## config.mk

```make
export PLATFORM = sky130hd
export DESIGN_NAME = modular_exponentiation_unit_flat
export DESIGN_NICKNAME = d
export VERILOG_FILES = /design/src/rtl/core/mexp_pkg.sv /design/src/rtl/core/mexp_in_if.sv /design/src/rtl/core/mexp_out_if.sv /design/src/rtl/core/mexp_modadd.sv /design/src/rtl/core/mexp_cfg.sv /design/src/rtl/core/mexp_engine.sv /design/src/rtl/core/modular_exponentiation_unit.sv /design/src/flat_wrapper.sv
export SDC_FILE = /design/constraint.sdc
export NUM_CORES = 1
export LEC_CHECK = 0
export ABC_CLOCK_PERIOD_IN_PS = 8300
export BUFFER_PORTS_ARGS = -buffer_cell sky130_fd_sc_hd__buf_2
export CORE_AREA = 2 2 285 259
export DETAILED_ROUTE_END_ITERATION = 12
export DIE_AREA = 0 0 287 261
export GPL_ROUTABILITY_DRIVEN = 0
export GPL_TIMING_DRIVEN = 0
export PLACE_DENSITY_LB_ADDON = 0.2
export SLEW_MARGIN = 25
export SYNTH_ARGS = -nofsm -noshare
export SYNTH_HDL_FRONTEND = slang
export SYNTH_SLANG_ARGS = --single-unit
```

## constraint.sdc

```tcl
create_clock -name clk -period 8.3 [get_ports clk]
set_clock_uncertainty 0.2 [all_clocks]
set_input_delay 0.83 -clock clk [delete_from_list [all_inputs] [get_ports clk]]
set_output_delay 0.83 -clock clk [all_outputs]
set_load 0.01 [all_outputs]
```

## src/rtl/core/mexp_pkg.sv

```systemverilog
// Shared types and constants for the modular exponentiation unit.
package mexp_pkg;

    localparam int BASE_W = 64;
    localparam int EXP_IN_W = 64;
    localparam int OUT_W = 32;
    localparam int CNT_W = $clog2(BASE_W);

    localparam logic [63:0] MODULUS_RESET = 64'd1000000007;

    localparam logic [0:0] REG_MODULUS = 1'b0;

    typedef enum logic [2:0] {
        ST_IDLE,
        ST_REDUCE,
        ST_SCAN,
        ST_MUL_ACC,
        ST_MUL_SQR,
        ST_FINISH
    } mexp_state_t;

endpackage

```

## src/rtl/core/mexp_in_if.sv

```systemverilog
// Request channel carrying base and exponent.
interface mexp_in_if;
    import mexp_pkg::*;

    logic                valid;
    logic                ready;
    logic [BASE_W-1:0]   base_value;
    logic [EXP_IN_W-1:0] exponent;

    modport source (output valid, output base_value, output exponent, input ready);
    modport sink (input valid, input base_value, input exponent, output ready);
endinterface

```

## src/rtl/core/mexp_out_if.sv

```systemverilog
// Result channel carrying the modular power.
interface mexp_out_if;
    import mexp_pkg::*;

    logic             valid;
    logic             ready;
    logic [OUT_W-1:0] power_result;

    modport source (output valid, output power_result, input ready);
    modport sink (input valid, input power_result, output ready);
endinterface

```

## src/rtl/core/mexp_modadd.sv

```systemverilog
// Modular adder: (x + y + carry_in) mod m for a sum below twice the modulus.
module mexp_modadd #(
    parameter int W = 32
) (
    input  logic [W-1:0] x,
    input  logic [W-1:0] y,
    input  logic         carry_in,
    input  logic [W-1:0] m,
    output logic [W-1:0] sum
);

    logic [W:0] total;
    logic [W:0] diff;
    logic       ge;

    assign total = {1'b0, x} + {1'b0, y} + {{W{1'b0}}, carry_in};
    assign ge    = (total >= {1'b0, m});
    assign diff  = total - {1'b0, m};
    assign sum   = ge ? diff[W-1:0] : total[W-1:0];

endmodule

```

## src/rtl/core/mexp_cfg.sv

```systemverilog
// APB register block holding the modulus.
module mexp_cfg #(
    parameter int MOD_WIDTH = 32,
    parameter int DATA_W    = 32,
    parameter int ADDR_LSB  = 2,
    parameter int ADDR_W    = 3
) (
    input  logic                 clk,
    input  logic                 rst_n,
    input  logic                 psel,
    input  logic                 penable,
    input  logic                 pwrite,
    input  logic [ADDR_W-1:0]    paddr,
    input  logic [DATA_W-1:0]    pwdata,
    output logic [DATA_W-1:0]    prdata,
    output logic                 pready,
    output logic [MOD_WIDTH-1:0] modulus
);
    import mexp_pkg::*;

    localparam logic [MOD_WIDTH-1:0] RESET_TRUNC = MODULUS_RESET[MOD_WIDTH-1:0];
    localparam logic [MOD_WIDTH-1:0] RESET_VALUE =
        (RESET_TRUNC == '0) ? MOD_WIDTH'(1) : RESET_TRUNC;

    logic [MOD_WIDTH-1:0] modulus_reg;
    logic [MOD_WIDTH-1:0] modulus_next;
    logic [0:0]           reg_index;
    logic                 wr_en;

    assign reg_index = paddr[ADDR_W-1:ADDR_LSB];
    assign wr_en     = psel && penable && pwrite && (reg_index == REG_MODULUS)
                       && (pwdata[MOD_WIDTH-1:0] != '0);

    always_comb
    begin
        modulus_next = modulus_reg;
        if (wr_en)
        begin
            modulus_next = pwdata[MOD_WIDTH-1:0];
        end
    end

    always_ff @(posedge clk or negedge rst_n)
    begin
        if (!rst_n)
        begin
            modulus_reg <= RESET_VALUE;
        end
        else
        begin
            modulus_reg <= modulus_next;
        end
    end

    assign prdata  = (reg_index == REG_MODULUS) ? DATA_W'(modulus_reg) : '0;
    assign pready  = 1'b1;
    assign modulus = modulus_reg;

endmodule

```

## src/rtl/core/mexp_engine.sv

```systemverilog
// Square-and-multiply sequencer around two modular adder lanes.
module mexp_engine #(
    parameter int MOD_WIDTH = 32,
    parameter int EXP_WIDTH = 64
) (
    input  logic                 clk,
    input  logic                 rst_n,
    input  logic [MOD_WIDTH-1:0] modulus,
    mexp_in_if.sink              in_ch,
    mexp_out_if.source           out_ch
);
    import mexp_pkg::*;

    mexp_state_t state_reg, state_next;

    logic [BASE_W-1:0]    base_reg, base_next;
    logic [CNT_W-1:0]     cnt_reg, cnt_next;
    logic [MOD_WIDTH-1:0] power_reg, power_next;
    logic [MOD_WIDTH-1:0] acc_reg, acc_next;
    logic [EXP_WIDTH-1:0] exp_reg, exp_next;
    logic [MOD_WIDTH-1:0] mx_reg, mx_next;
    logic [MOD_WIDTH-1:0] my_reg, my_next;
    logic [MOD_WIDTH-1:0] mp_reg, mp_next;
    logic [OUT_W-1:0]     res_reg, res_next;
    logic                 out_valid_reg, out_valid_next;

    logic [MOD_WIDTH-1:0] a_x, a_y, a_sum, b_sum;
    logic                 a_c;
    logic                 accept;
    logic                 load_out;

    mexp_modadd #(.W(MOD_WIDTH)) u_lane_a (
        .x        (a_x),
        .y        (a_y),
        .carry_in (a_c),
        .m        (modulus),
        .sum      (a_sum)
    );

    mexp_modadd #(.W(MOD_WIDTH)) u_lane_b (
        .x        (mx_reg),
        .y        (mx_reg),
        .carry_in (1'b0),
        .m        (modulus),
        .sum      (b_sum)
    );

    assign in_ch.ready = (state_reg == ST_IDLE);
    assign accept      = in_ch.valid && in_ch.ready;

    always_comb
    begin
        if (state_reg == ST_REDUCE)
        begin
            a_x = power_reg;
            a_y = power_reg;
            a_c = base_reg[BASE_W-1];
        end
        else
        begin
            a_x = mp_reg;
            a_y = mx_reg;
            a_c = 1'b0;
        end
    end

    always_comb
    begin
        state_next = state_reg;
        base_next  = base_reg;
        cnt_next   = cnt_reg;
        power_next = power_reg;
        acc_next   = acc_reg;
        exp_next   = exp_reg;
        mx_next    = mx_reg;
        my_next    = my_reg;
        mp_next    = mp_reg;
        res_next   = res_reg;
        load_out   = 1'b0;

        unique case (state_reg)
            ST_IDLE:
            begin
                if (accept)
                begin
                    base_next  = in_ch.base_value;
                    exp_next   = in_ch.exponent[EXP_WIDTH-1:0];
                    power_next = '0;
                    cnt_next   = '1;
                    acc_next   = (modulus == MOD_WIDTH'(1)) ? '0 : MOD_WIDTH'(1);
                    state_next = ST_REDUCE;
                end
            end
            ST_REDUCE:
            begin
                power_next = a_sum;
                base_next  = {base_reg[BASE_W-2:0], 1'b0};
                cnt_next   = cnt_reg - CNT_W'(1);
                if (cnt_reg == '0)
                begin
                    state_next = ST_SCAN;
                end
            end
            ST_SCAN:
            begin
                mp_next = '0;
                my_next = power_reg;
                if (exp_reg == '0)
                begin
                    state_next = ST_FINISH;
                end
                else if (exp_reg[0])
                begin
                    mx_next    = acc_reg;
                    state_next = ST_MUL_ACC;
                end
                else
                begin
                    mx_next    = power_reg;
                    state_next = ST_MUL_SQR;
                end
            end
            ST_MUL_ACC, ST_MUL_SQR:
            begin
                if (my_reg == '0)
                begin
                    if (state_reg == ST_MUL_ACC)
                    begin
                        acc_next   = mp_reg;
                        mx_next    = power_reg;
                        my_next    = power_reg;
                        mp_next    = '0;
                        state_next = ST_MUL_SQR;
                    end
                    else
                    begin
                        power_next = mp_reg;
                        exp_next   = exp_reg >> 1;
                        state_next = ST_SCAN;
                    end
                end
                else
                begin
                    if (my_reg[0])
                    begin
                        mp_next = a_sum;
                    end
                    mx_next = b_sum;
                    my_next = my_reg >> 1;
                end
            end
            ST_FINISH:
            begin
                if (!out_valid_reg || out_ch.ready)
                begin
                    res_next   = OUT_W'(acc_reg);
                    load_out   = 1'b1;
                    state_next = ST_IDLE;
                end
            end
            default:
            begin
                state_next = ST_IDLE;
            end
        endcase

        out_valid_next = load_out || (out_valid_reg && !out_ch.ready);
    end

    always_ff @(posedge clk or negedge rst_n)
    begin
        if (!rst_n)
        begin
            state_reg     <= ST_IDLE;
            out_valid_reg <= 1'b0;
        end
        else
        begin
            state_reg     <= state_next;
            out_valid_reg <= out_valid_next;
        end
    end

    always_ff @(posedge clk)
    begin
        base_reg  <= base_next;
        cnt_reg   <= cnt_next;
        power_reg <= power_next;
        acc_reg   <= acc_next;
        exp_reg   <= exp_next;
        mx_reg    <= mx_next;
        my_reg    <= my_next;
        mp_reg    <= mp_next;
        res_reg   <= res_next;
    end

    assign out_ch.valid        = out_valid_reg;
    assign out_ch.power_result = res_reg;

endmodule

```

## src/rtl/core/modular_exponentiation_unit.sv

```systemverilog
// Top level of the modular exponentiation unit: register block and engine.
//
//  port group   role     contents
//  in_ch        sink     base_value[63:0], exponent[63:0]
//  out_ch       source   power_result[31:0]
//  apb          slave    modulus at offset 0
//
// A request yields its result and frees in_ch after these steps: the base is reduced bit by bit,
// then for each exponent bit up to the highest set bit the engine scans the bit, multiplies the
// accumulator by the power if the bit is set and squares the power, each product built by
// shift-and-add over the bits of the current power; a last scan passes the final bit and loads the result.
// Reset clears the sequencer and the output valid; the modulus returns to 1e9+7.
// in_ch is ready only while the engine is idle; a result held by a stalled out_ch lets the next
// request in, and that request then waits with its own result until out_ch takes the first.
module modular_exponentiation_unit #(
    parameter int MOD_WIDTH = 32,
    parameter int EXP_WIDTH = 64,
    localparam int DATA_W   = (MOD_WIDTH > 32) ? 64 : 32,
    localparam int ADDR_LSB = (MOD_WIDTH > 32) ? 3 : 2,
    localparam int ADDR_W   = ADDR_LSB + 1
) (
    input  logic              clk,
    input  logic              rst_n,
    mexp_in_if.sink           in_ch,
    mexp_out_if.source        out_ch,
    input  logic              psel,
    input  logic              penable,
    input  logic              pwrite,
    input  logic [ADDR_W-1:0] paddr,
    input  logic [DATA_W-1:0] pwdata,
    output logic [DATA_W-1:0] prdata,
    output logic              pready
);
    import mexp_pkg::*;

    logic [MOD_WIDTH-1:0] modulus;

    mexp_cfg #(
        .MOD_WIDTH (MOD_WIDTH),
        .DATA_W    (DATA_W),
        .ADDR_LSB  (ADDR_LSB),
        .ADDR_W    (ADDR_W)
    ) u_cfg (
        .clk     (clk),
        .rst_n   (rst_n),
        .psel    (psel),
        .penable (penable),
        .pwrite  (pwrite),
        .paddr   (paddr),
        .pwdata  (pwdata),
        .prdata  (prdata),
        .pready  (pready),
        .modulus (modulus)
    );

    mexp_engine #(
        .MOD_WIDTH (MOD_WIDTH),
        .EXP_WIDTH (EXP_WIDTH)
    ) u_engine (
        .clk     (clk),
        .rst_n   (rst_n),
        .modulus (modulus),
        .in_ch   (in_ch),
        .out_ch  (out_ch)
    );

    a_modulus_nonzero: assert property (@(posedge clk) disable iff (!rst_n)
        modulus != '0)
        else $error("modulus register holds zero");

    a_result_reduced: assert property (@(posedge clk) disable iff (!rst_n)
        out_ch.valid |-> (64'(out_ch.power_result) < 64'(modulus)))
        else $error("result not reduced below modulus");

    a_busy_after_accept: assert property (@(posedge clk) disable iff (!rst_n)
        (in_ch.valid && in_ch.ready) |=> !in_ch.ready)
        else $error("request taken while engine busy");

endmodule
```

## src/flat_wrapper.sv

```systemverilog
// flat-port wrapper written by rule: the top's interface ports become plain ports
module modular_exponentiation_unit_flat import mexp_pkg::*;
#(
    parameter int MOD_WIDTH = 32,
    parameter int EXP_WIDTH = 64,
    localparam int DATA_W   = (MOD_WIDTH > 32) ? 64 : 32,
    localparam int ADDR_LSB = (MOD_WIDTH > 32) ? 3 : 2,
    localparam int ADDR_W   = ADDR_LSB + 1
)
  (clk, rst_n, psel, penable, pwrite, paddr, pwdata, prdata, pready, in_ch_valid, in_ch_base_value, in_ch_exponent, in_ch_ready, out_ch_valid, out_ch_power_result, out_ch_ready);
  mexp_in_if in_ch_i ();
  mexp_out_if out_ch_i ();
  input  logic clk;
  input  logic rst_n;
  input  logic psel;
  input  logic penable;
  input  logic pwrite;
  input  logic [ADDR_W-1:0] paddr;
  input  logic [DATA_W-1:0] pwdata;
  output logic [DATA_W-1:0] prdata;
  output logic pready;
  input wire logic [$bits(in_ch_i.valid)-1:0] in_ch_valid;
  input wire logic [$bits(in_ch_i.base_value)-1:0] in_ch_base_value;
  input wire logic [$bits(in_ch_i.exponent)-1:0] in_ch_exponent;
  output wire logic [$bits(in_ch_i.ready)-1:0] in_ch_ready;
  output wire logic [$bits(out_ch_i.valid)-1:0] out_ch_valid;
  output wire logic [$bits(out_ch_i.power_result)-1:0] out_ch_power_result;
  input wire logic [$bits(out_ch_i.ready)-1:0] out_ch_ready;
  assign in_ch_i.valid = in_ch_valid;
  assign in_ch_i.base_value = in_ch_base_value;
  assign in_ch_i.exponent = in_ch_exponent;
  assign in_ch_ready = in_ch_i.ready;
  assign out_ch_valid = out_ch_i.valid;
  assign out_ch_power_result = out_ch_i.power_result;
  assign out_ch_i.ready = out_ch_ready;
  modular_exponentiation_unit #(.MOD_WIDTH(MOD_WIDTH), .EXP_WIDTH(EXP_WIDTH)) u_core (.clk(clk), .rst_n(rst_n), .in_ch(in_ch_i), .out_ch(out_ch_i), .psel(psel), .penable(penable), .pwrite(pwrite), .paddr(paddr), .pwdata(pwdata), .prdata(prdata), .pready(pready));
endmodule
```

==> metrics.yaml, run 1 <==
post-route-util_pct: 35.38
synth_area_sq_mm: 0.02134
grt_antenna_before_repair: 4
insertion_delay_ns: 0.62
finalMaxSlewViolations: 0
portBuffers: 232
ios: 237
stdcell_count: 3548
start_util_pct: 29.55
fin_crit_sh_pct: 94.64
vias_per_cell: 5.040
critical_path_required_ns: 8.43
postSynthRegisterBits: 362
route.antenna.remaining_nets: 0
ys_seq_area_share_pct: 50.18
tritoncts_sink_count: 362
clock-root-buffer: "sky130_fd_sc_hd__clkbuf_16"
post_cts.repair.setup_buffers: 0
worst_path_largest_cell_delay_ns: 0.44
regToRegSetupSlack_ns: 0.44
antenna_cells_inserted: 0
die_height_um: 261
global_route_wire_length_before_repair_um: 106900
yosys.area.top_type: "sky130_fd_sc_hd__edfxtp_1"
count_of_flip_flops_with_a_built_in_enable_after_synthesis: 326
yosysWarningCount: 0
hold_violations: 0
fmax_mhz: 127.3
cp_slowest_cell: "sky130_fd_sc_hd__fa_1"
std_cell_rows: 94
dp_hpwl_um: 55870
ys_top_cells_by_area: "sky130_fd_sc_hd__edfxtp_1 46%, sky130_fd_sc_hd__nand2_1 13%, sky130_fd_sc_hd__ha_1 5.7%, sky130_fd_sc_hd__a21oi_1 2.7%, sky130_fd_sc_hd__dfrtp_1 2.3%"
relSlewSlack_pct: 30.48
critPathArrivalTime_ns: 7.99
syn_inst: 2253
tritoncts: "done"
regToRegEndpoint: "u_core.u_engine.mp_reg[22]"
cts.reportedPaths.clkPinSlew_ns: 0.06
worstSetupStartpointType: "register"
synth.top_cell.area_share_pct: 45.87
average_cell_area_after_synthesis_sq_um: 9.473
htree_levels: 2
worstSetupEndpoint: "u_core.u_engine.mp_reg[22]"
finalWirelength_um: 72230
timing.critical_path.from: "u_core.u_engine.state_reg[0]"
floorplan.die_area_sq_mm: 0.07491
cts_hold_buffers: 0
endpoint_kind: "register"
synthToLayoutAreaGrowth_pct: 19.71
syn-num-nets: 2524
finalNetCount: 2824
drc_errors: 0
grt_util_all_layers_pct: 18.84
gr-total-overflow: 0
fraction_of_layout_cells_with_a_size_suffix_above_1_pct: 15.96
first_global_vias: 17640
ys_dominant_reg_cell: "sky130_fd_sc_hd__edfxtp_1"
postSynth.asyncResetShare_pct: 9.945
routed-via-count: 17880
die_w_um: 287
path_max_fanout: 10
tightestPinTransition_ns: 1.043
status: "finished clean"
rsz_0062_raised_after_global_routing: "false"
first_iter_violations: 1569
post-route-min-period_ns: 7.855
place.detailed.instances: 3468
drt_first_pass_iters: 5
cts_made_buffers: 44
worst-r2r-cell-count: 28
critical_path.reg2reg.startpoint: "u_core.u_engine.state_reg[0]"
setup-violations-final: 0
worst-setup-path-type: "register to register"
floorplan.core_area_sq_mm: 0.07221
cts.path.max_buffers: 3
cap_viol_max_count: 0
worstHoldPathType: "input port to async pin"
grt_start_max_net_pins: 37
drt-wirelength-per-cell_um: 20.36
synthDistinctLibCells: 69
-- synth_stat cells (5+ instances only) --
| cell type | instances |
|---|---|
| sky130_fd_sc_hd__nand2_1 | 716 |
| sky130_fd_sc_hd__edfxtp_1 | 326 |
| sky130_fd_sc_hd__nor2_1 | 127 |
| sky130_fd_sc_hd__a21oi_1 | 116 |
| sky130_fd_sc_hd__ha_1 | 97 |
| sky130_fd_sc_hd__clkbuf_1 | 85 |
| sky130_fd_sc_hd__inv_1 | 64 |
| sky130_fd_sc_hd__o21ai_0 | 63 |
| sky130_fd_sc_hd__xnor2_1 | 56 |
| sky130_fd_sc_hd__and2_1 | 49 |
| sky130_fd_sc_hd__a21o_1 | 47 |
| sky130_fd_sc_hd__nor4_1 | 41 |
| sky130_fd_sc_hd__mux2i_1 | 40 |
| sky130_fd_sc_hd__mux2_2 | 38 |
| sky130_fd_sc_hd__o21bai_1 | 38 |
| sky130_fd_sc_hd__nand3_1 | 28 |
| sky130_fd_sc_hd__xor2_1 | 28 |
| sky130_fd_sc_hd__o22ai_1 | 23 |
| sky130_fd_sc_hd__nor3_1 | 22 |
| sky130_fd_sc_hd__nand4_1 | 21 |
| sky130_fd_sc_hd__dfrtp_1 | 20 |
| sky130_fd_sc_hd__dfstp_2 | 16 |
| sky130_fd_sc_hd__nand2b_1 | 16 |
| sky130_fd_sc_hd__o21a_1 | 15 |
| sky130_fd_sc_hd__a211oi_1 | 13 |
| sky130_fd_sc_hd__nor2b_1 | 13 |
| sky130_fd_sc_hd__o211ai_1 | 12 |
| sky130_fd_sc_hd__a31oi_1 | 11 |
| sky130_fd_sc_hd__o31ai_1 | 11 |
| sky130_fd_sc_hd__and3_1 | 10 |
| sky130_fd_sc_hd__or3_1 | 8 |
| sky130_fd_sc_hd__a21boi_0 | 6 |
| sky130_fd_sc_hd__o21ai_1 | 6 |
| sky130_fd_sc_hd__a22oi_1 | 5 |
-- worst min path at each step --
stage,from,end,slack [ns],depth (start not counted)
6_report,rst_n,u_core.u_cfg.modulus[5],0.17,1
5_1_grt,rst_n,u_core.u_engine.state_reg[0],0.20,1
4_1_cts,rst_n,u_core.u_engine.state_reg[1],0.16,1
3_5_place_dp,u_core.u_engine.acc_reg[7],u_core.u_engine.out_ch.power_result[7],0.25,0
3_3_place_gp,u_core.u_engine.acc_reg[9],u_core.u_engine.out_ch.power_result[9],0.24,0
2_1_floorplan,u_core.u_engine.acc_reg[24],u_core.u_engine.out_ch.power_result[24],0.22,0
-- worst max-delay path, delay by kind of cell (launching register included) --
family                     cells  cell delay (ns)
AOI/OAI and AO/OA              9             2.25
and+or+nand+nor                8             1.49
buffers and inverters          6             1.47
adders and majority gates      3             1.30
muxes                          1             0.37
DFF                            1             0.32
xor gates and xnor gates       1             0.15
-- metrics by stage --
step	hold WS [ns]	setup WS, ns	setup TNS (ns)	area, sq um
after floorplan	0.2208	1.889	0	21340
after global placement	0.2423	-0.6956	-93.66	23700
after detailed placement	0.2465	-0.6075	-28.05	24070
after CTS	0.1576	0.1103	0	25510
after global routing	0.2041	0.02048	0	25550
final	0.1680	0.4449	0	25550
-- cell families after synthesis --
family | after synthesis | share of synthesized area, %
compound gates | 404 | 12.28
fa+ha+maj | 101 | 6.062
simple gates | 1066 | 21.19
xor+xnor | 84 | 3.447
other cells | 1 | 0.01757
buf+inv | 157 | 2.943
mux | 78 | 3.881
flops | 362 | 50.18
-- area by class of cell --
| type | count | area [sq um] |
|---|---|---|
| Tap cell | 960 | 1201 |
| Multi-Input combinational cell | 1734 | 10100 |
| Inverter | 64 | 240.2 |
| Sequential cell | 362 | 10710 |
| Clock buffer | 61 | 1205 |
| Timing Repair Buffer | 255 | 1474 |
| Clock inverter | 20 | 227.7 |
| Fill cell | 7466 | 46670 |
| Buffer | 92 | 394.1 |
-- timing repair --
item	4_1_cts	5_1_grt
endpoints found under the hold margin	0	0
pin swaps	0	1
endpoints found under the setup margin	64	61
resized for setup	5	10
-- layer usage --
| metal | global-route usage (%) | share of wire (%) |
|---|---|---|
| met1 | 26.06 | 46 |
| met2 | 29.96 | 45 |
| met3 | 3.153 | 6.5 |
| met4 | 6.264 | 3.1 |
| met5 | 0 | 0.018 |
-- cells in the final DEF, fill, tap and decap left out, types with 23 or more instances in the layout --
cell type                     n
sky130_fd_sc_hd__nand2_1    716
sky130_fd_sc_hd__edfxtp_1   326
sky130_fd_sc_hd__buf_2      235
sky130_fd_sc_hd__nor2_1     125
sky130_fd_sc_hd__a21oi_1    115
sky130_fd_sc_hd__ha_1        97
sky130_fd_sc_hd__clkbuf_1    93
sky130_fd_sc_hd__inv_1       64
sky130_fd_sc_hd__o21ai_0     62
sky130_fd_sc_hd__xnor2_1     56
sky130_fd_sc_hd__and2_1      48
sky130_fd_sc_hd__a21o_1      47
sky130_fd_sc_hd__clkbuf_16   44
sky130_fd_sc_hd__nor4_1      41
sky130_fd_sc_hd__o21bai_1    38
sky130_fd_sc_hd__mux2i_1     38
sky130_fd_sc_hd__mux2_2      38
sky130_fd_sc_hd__xor2_1      28
sky130_fd_sc_hd__nand3_1     28
sky130_fd_sc_hd__o22ai_1     23
Power of run 1 is not shown: default switching activity piles up to over one toggle a cycle in this logic, so the estimate is an artifact.
==> run 2: changes to the inputs <==
Settings changed: CORE_AREA 2 2 285 259 to 2 2 300 273, DIE_AREA 0 0 287 261 to 0 0 302 275, SYNTH_HIERARCHICAL from default to 1.
==> run 2 against run 1 <==
  * Utilization shrank 0.25 points
  * Synthesized area increased by 11%
  * Final cell count is 8.3% higher
  * Count of clock-buffer cells in the layout fell by 10
  * Worst setup slack lost 0.16 ns
  * Maximum frequency decreased by 2.0%
  * Sequential share of layout area fell by 3.9 points
  * Die area up 11%
  * Global-route usage fell by 1.0 points
  * Routed wire length rose by 6.5%
  * Register-to-register slack got worse by 0.16 ns
  * Critical path depth down 2
==> metrics.yaml, run 2 <==
dp_hpwl_um: 61770  # was 55870 um
worstHoldPathType: "input port to async pin"  # unchanged
cts_made_buffers: 44  # unchanged
post-route-min-period_ns: 8.019  # was 7.855 ns
layout_common_cells: "619 x sky130_fd_sc_hd__nand2_1, 326 x sky130_fd_sc_hd__edfxtp_1, 250 x sky130_fd_sc_hd__buf_2"  # was 716 x sky130_fd_sc_hd__nand2_1, 326 x sky130_fd_sc_hd__edfxtp_1, 235 x sky130_fd_sc_hd__buf_2
floorplan.die_area_sq_mm: 0.08305  # was 0.07491 sq mm
tightestPinTransition_ns: 1.037  # was 1.043 ns
worst-setup-path-type: "register to register"  # unchanged
stdcell_count: 3841  # was 3548
cap_viol_max_count: 0  # unchanged
cts.path.max_buffers: 3  # unchanged
count_of_flip_flops_with_a_built_in_enable_after_synthesis: 326  # unchanged
postSynthRegisterBits: 362  # unchanged
die_w_um: 302  # was 287 um
critical_path_required_ns: 8.40  # was 8.43 ns
hold_violations: 0  # unchanged
synth_area_sq_mm: 0.02379  # was 0.02134 sq mm
vias_per_cell: 5.032  # was 5.040
first_iter_violations: 1582  # was 1569
cpLargestDelayFamily: "compound AO/OA/AOI/OAI gates"  # unchanged
synth.top_cell.area_share_pct: 41.16  # was 45.87%
drc_errors: 0  # unchanged
grt_util_all_layers_pct: 17.80  # was 18.84%
worst_path_most_repeated_cell: "sky130_fd_sc_hd__nand2_1"
drt-wirelength-per-cell_um: 20.02  # was 20.36 um
drt_first_pass_iters: 5  # unchanged
mostFrequentLayoutCell: "sky130_fd_sc_hd__nand2_1"  # unchanged
start_util_pct: 29.68  # was 29.55%
fillers: 8148  # was 7466
fmax_mhz: 124.7  # was 127.3 MHz
yosys.cell_count.top_type: "sky130_fd_sc_hd__nand2_1"  # unchanged
floorplan.core_area_sq_mm: 0.08014  # was 0.07221 sq mm
logic_depth_of_the_worst_setup_path_including_buffers: 26  # was 28
first_global_vias: 18450  # was 17640
clock-root-buffer: "sky130_fd_sc_hd__clkbuf_16"  # unchanged
yosys.area.top_type: "sky130_fd_sc_hd__edfxtp_1"  # unchanged
synth.cells.most_frequent: "619 x sky130_fd_sc_hd__nand2_1, 326 x sky130_fd_sc_hd__edfxtp_1, 134 x sky130_fd_sc_hd__a21oi_1"  # was 716 x sky130_fd_sc_hd__nand2_1, 326 x sky130_fd_sc_hd__edfxtp_1, 127 x sky130_fd_sc_hd__nor2_1
status: "finished clean"  # unchanged
fin_crit_sh_pct: 96.61  # was 94.64%
finalNetCount: 3049  # was 2824
insertion_delay_ns: 0.60  # was 0.62 ns
synthToLayoutAreaGrowth_pct: 18.35  # was 19.71%
die_height_um: 275  # was 261 um
route.antenna.remaining_nets: 0  # unchanged
grt_start_max_net_pins: 37  # unchanged
setup-violations-final: 0  # unchanged
area_taken_by_multi_input_logic_gates_sq_mm: 0.01218  # was 0.01010 sq mm
yosysWarningCount: 6  # was 0
endpoint_kind: "register"  # unchanged
post_cts.repair.setup_buffers: 0  # unchanged
syn_inst: 2443  # was 2253
postCtsResizedCells: 1  # was 5
critical_path.n_buffers_inverters: 4  # was 6
worst_path_largest_cell_delay_ns: 0.70  # was 0.44 ns
cts_hold_buffers: 0  # unchanged
setup_ws_ns: 0.2813  # was 0.4449 ns
syn-num-nets: 2747  # was 2524
relSlewSlack_pct: 30.89  # was 30.48%
grt_antenna_before_repair: 3  # was 4
synthDistinctLibCells: 90  # was 69
post-route-util_pct: 35.12  # was 35.38%
gr-total-overflow: 0  # unchanged
place.detailed.instances: 3759  # was 3468
ys_dominant_reg_cell: "sky130_fd_sc_hd__edfxtp_1"  # unchanged
path_max_fanout: 10  # unchanged
tritoncts_sink_count: 362  # unchanged
postSynth.asyncResetShare_pct: 9.945  # unchanged
critPathArrivalTime_ns: 8.12  # was 7.99 ns
std_cell_rows: 99  # was 94
fraction_of_layout_cells_with_a_size_suffix_above_1_pct: 17.81  # was 15.96%
tritoncts: "done"  # unchanged
ios: 237  # unchanged
routed-via-count: 19330  # was 17880
finalWirelength_um: 76910  # was 72230 um
final-seq-area_sq_mm: 0.01071  # unchanged
average_cell_area_after_synthesis_sq_um: 9.736  # was 9.473 sq um
finalMaxSlewViolations: 0  # unchanged
worst-r2r-cell-count: 26  # was 28
worstSetupStartpointType: "register"  # unchanged
global_route_wire_length_before_repair_um: 111100  # was 106900 um
htree_levels: 2  # unchanged
worst_hold_margin_ns: 0.01952  # was 0.1680 ns
cts.reportedPaths.clkPinSlew_ns: 0.06  # about the same
detailedPlace.worstSlack_ns: -0.2518  # was -0.6075 ns
ys_top_cells_by_area: "sky130_fd_sc_hd__edfxtp_1 41%, sky130_fd_sc_hd__nand2_1 9.8%, sky130_fd_sc_hd__ha_1 6.7%, sky130_fd_sc_hd__a21o_1 2.9%, sky130_fd_sc_hd__a21oi_1 2.8%"  # was sky130_fd_sc_hd__edfxtp_1 46%, sky130_fd_sc_hd__nand2_1 13%, sky130_fd_sc_hd__ha_1 5.7%, sky130_fd_sc_hd__a21oi_1 2.7%, sky130_fd_sc_hd__dfrtp_1 2.3%
cp_slowest_cell: "sky130_fd_sc_hd__o21ai_0"  # was sky130_fd_sc_hd__fa_1
ys_seq_area_share_pct: 45.03  # was 50.18%
portBuffers: 233  # was 232
## run 2: kinds of logic after synthesis
kind of cell             synth area share [%]
AO/OA/AOI/OAI                           14.57
XOR/XNOR                                4.198
adder cells (fa/ha/maj)                 7.238
buffers and inverters                   4.066
flip-flops                              45.03
multiplexers                            5.886
other                                 0.03157
AND/OR/NAND/NOR                         18.98
## run 2: per-layer routing
metal	global-route usage (%)	wire (um)	part of all wire, %	up-vias
li1	-	-	-	9352
met3	2.788	4620	6.0	105
met5	0	21	0.027	-
met1	24.15	34400	45	9300
met4	5.993	2365	3.1	4
met2	28.89	35500	46	565
## run 2: cell type report
type	count	share of cell area [%]
Multi-Input combinational cell	1870	43.28
Inverter	109	1.453
Clock buffer	51	4.005
Antenna cell	1	0.008890
Sequential cell	362	38.05
Timing Repair Buffer	256	5.294
Buffer	102	1.987
Tap cell	1060	4.712
Clock inverter	30	1.218
## run 2: final timing paths
path                                               from                             to  slack, ns
setup / recovery           u_core/u_engine/state_reg[2]  u_core/u_engine/power_reg[27]       0.28
hold / removal                                    rst_n   u_core/u_engine/out_ch.valid       0.02
setup reg to reg           u_core/u_engine/state_reg[2]  u_core/u_engine/power_reg[27]       0.28
hold reg to reg            u_core/u_engine/base_reg[59]   u_core/u_engine/base_reg[60]       0.29
max in group asynchronous                         rst_n       u_core/u_cfg/modulus[21]       7.44
min in group clk                              pwdata[7]        u_core/u_cfg/modulus[7]       0.28
## run 2: metrics by stage
| step | setup TNS (ns) | instance area, sq um |
|---|---|---|
| detailed placement | -11.24 | 26670 |
| finish | 0 | 28150 |
| global placement | -77.09 | 26280 |
| global route | -0.08248 | 28150 |
| floorplan | 0 | 23790 |
| CTS | 0 | 28140 |
Power of run 2 is left out for the same reason.
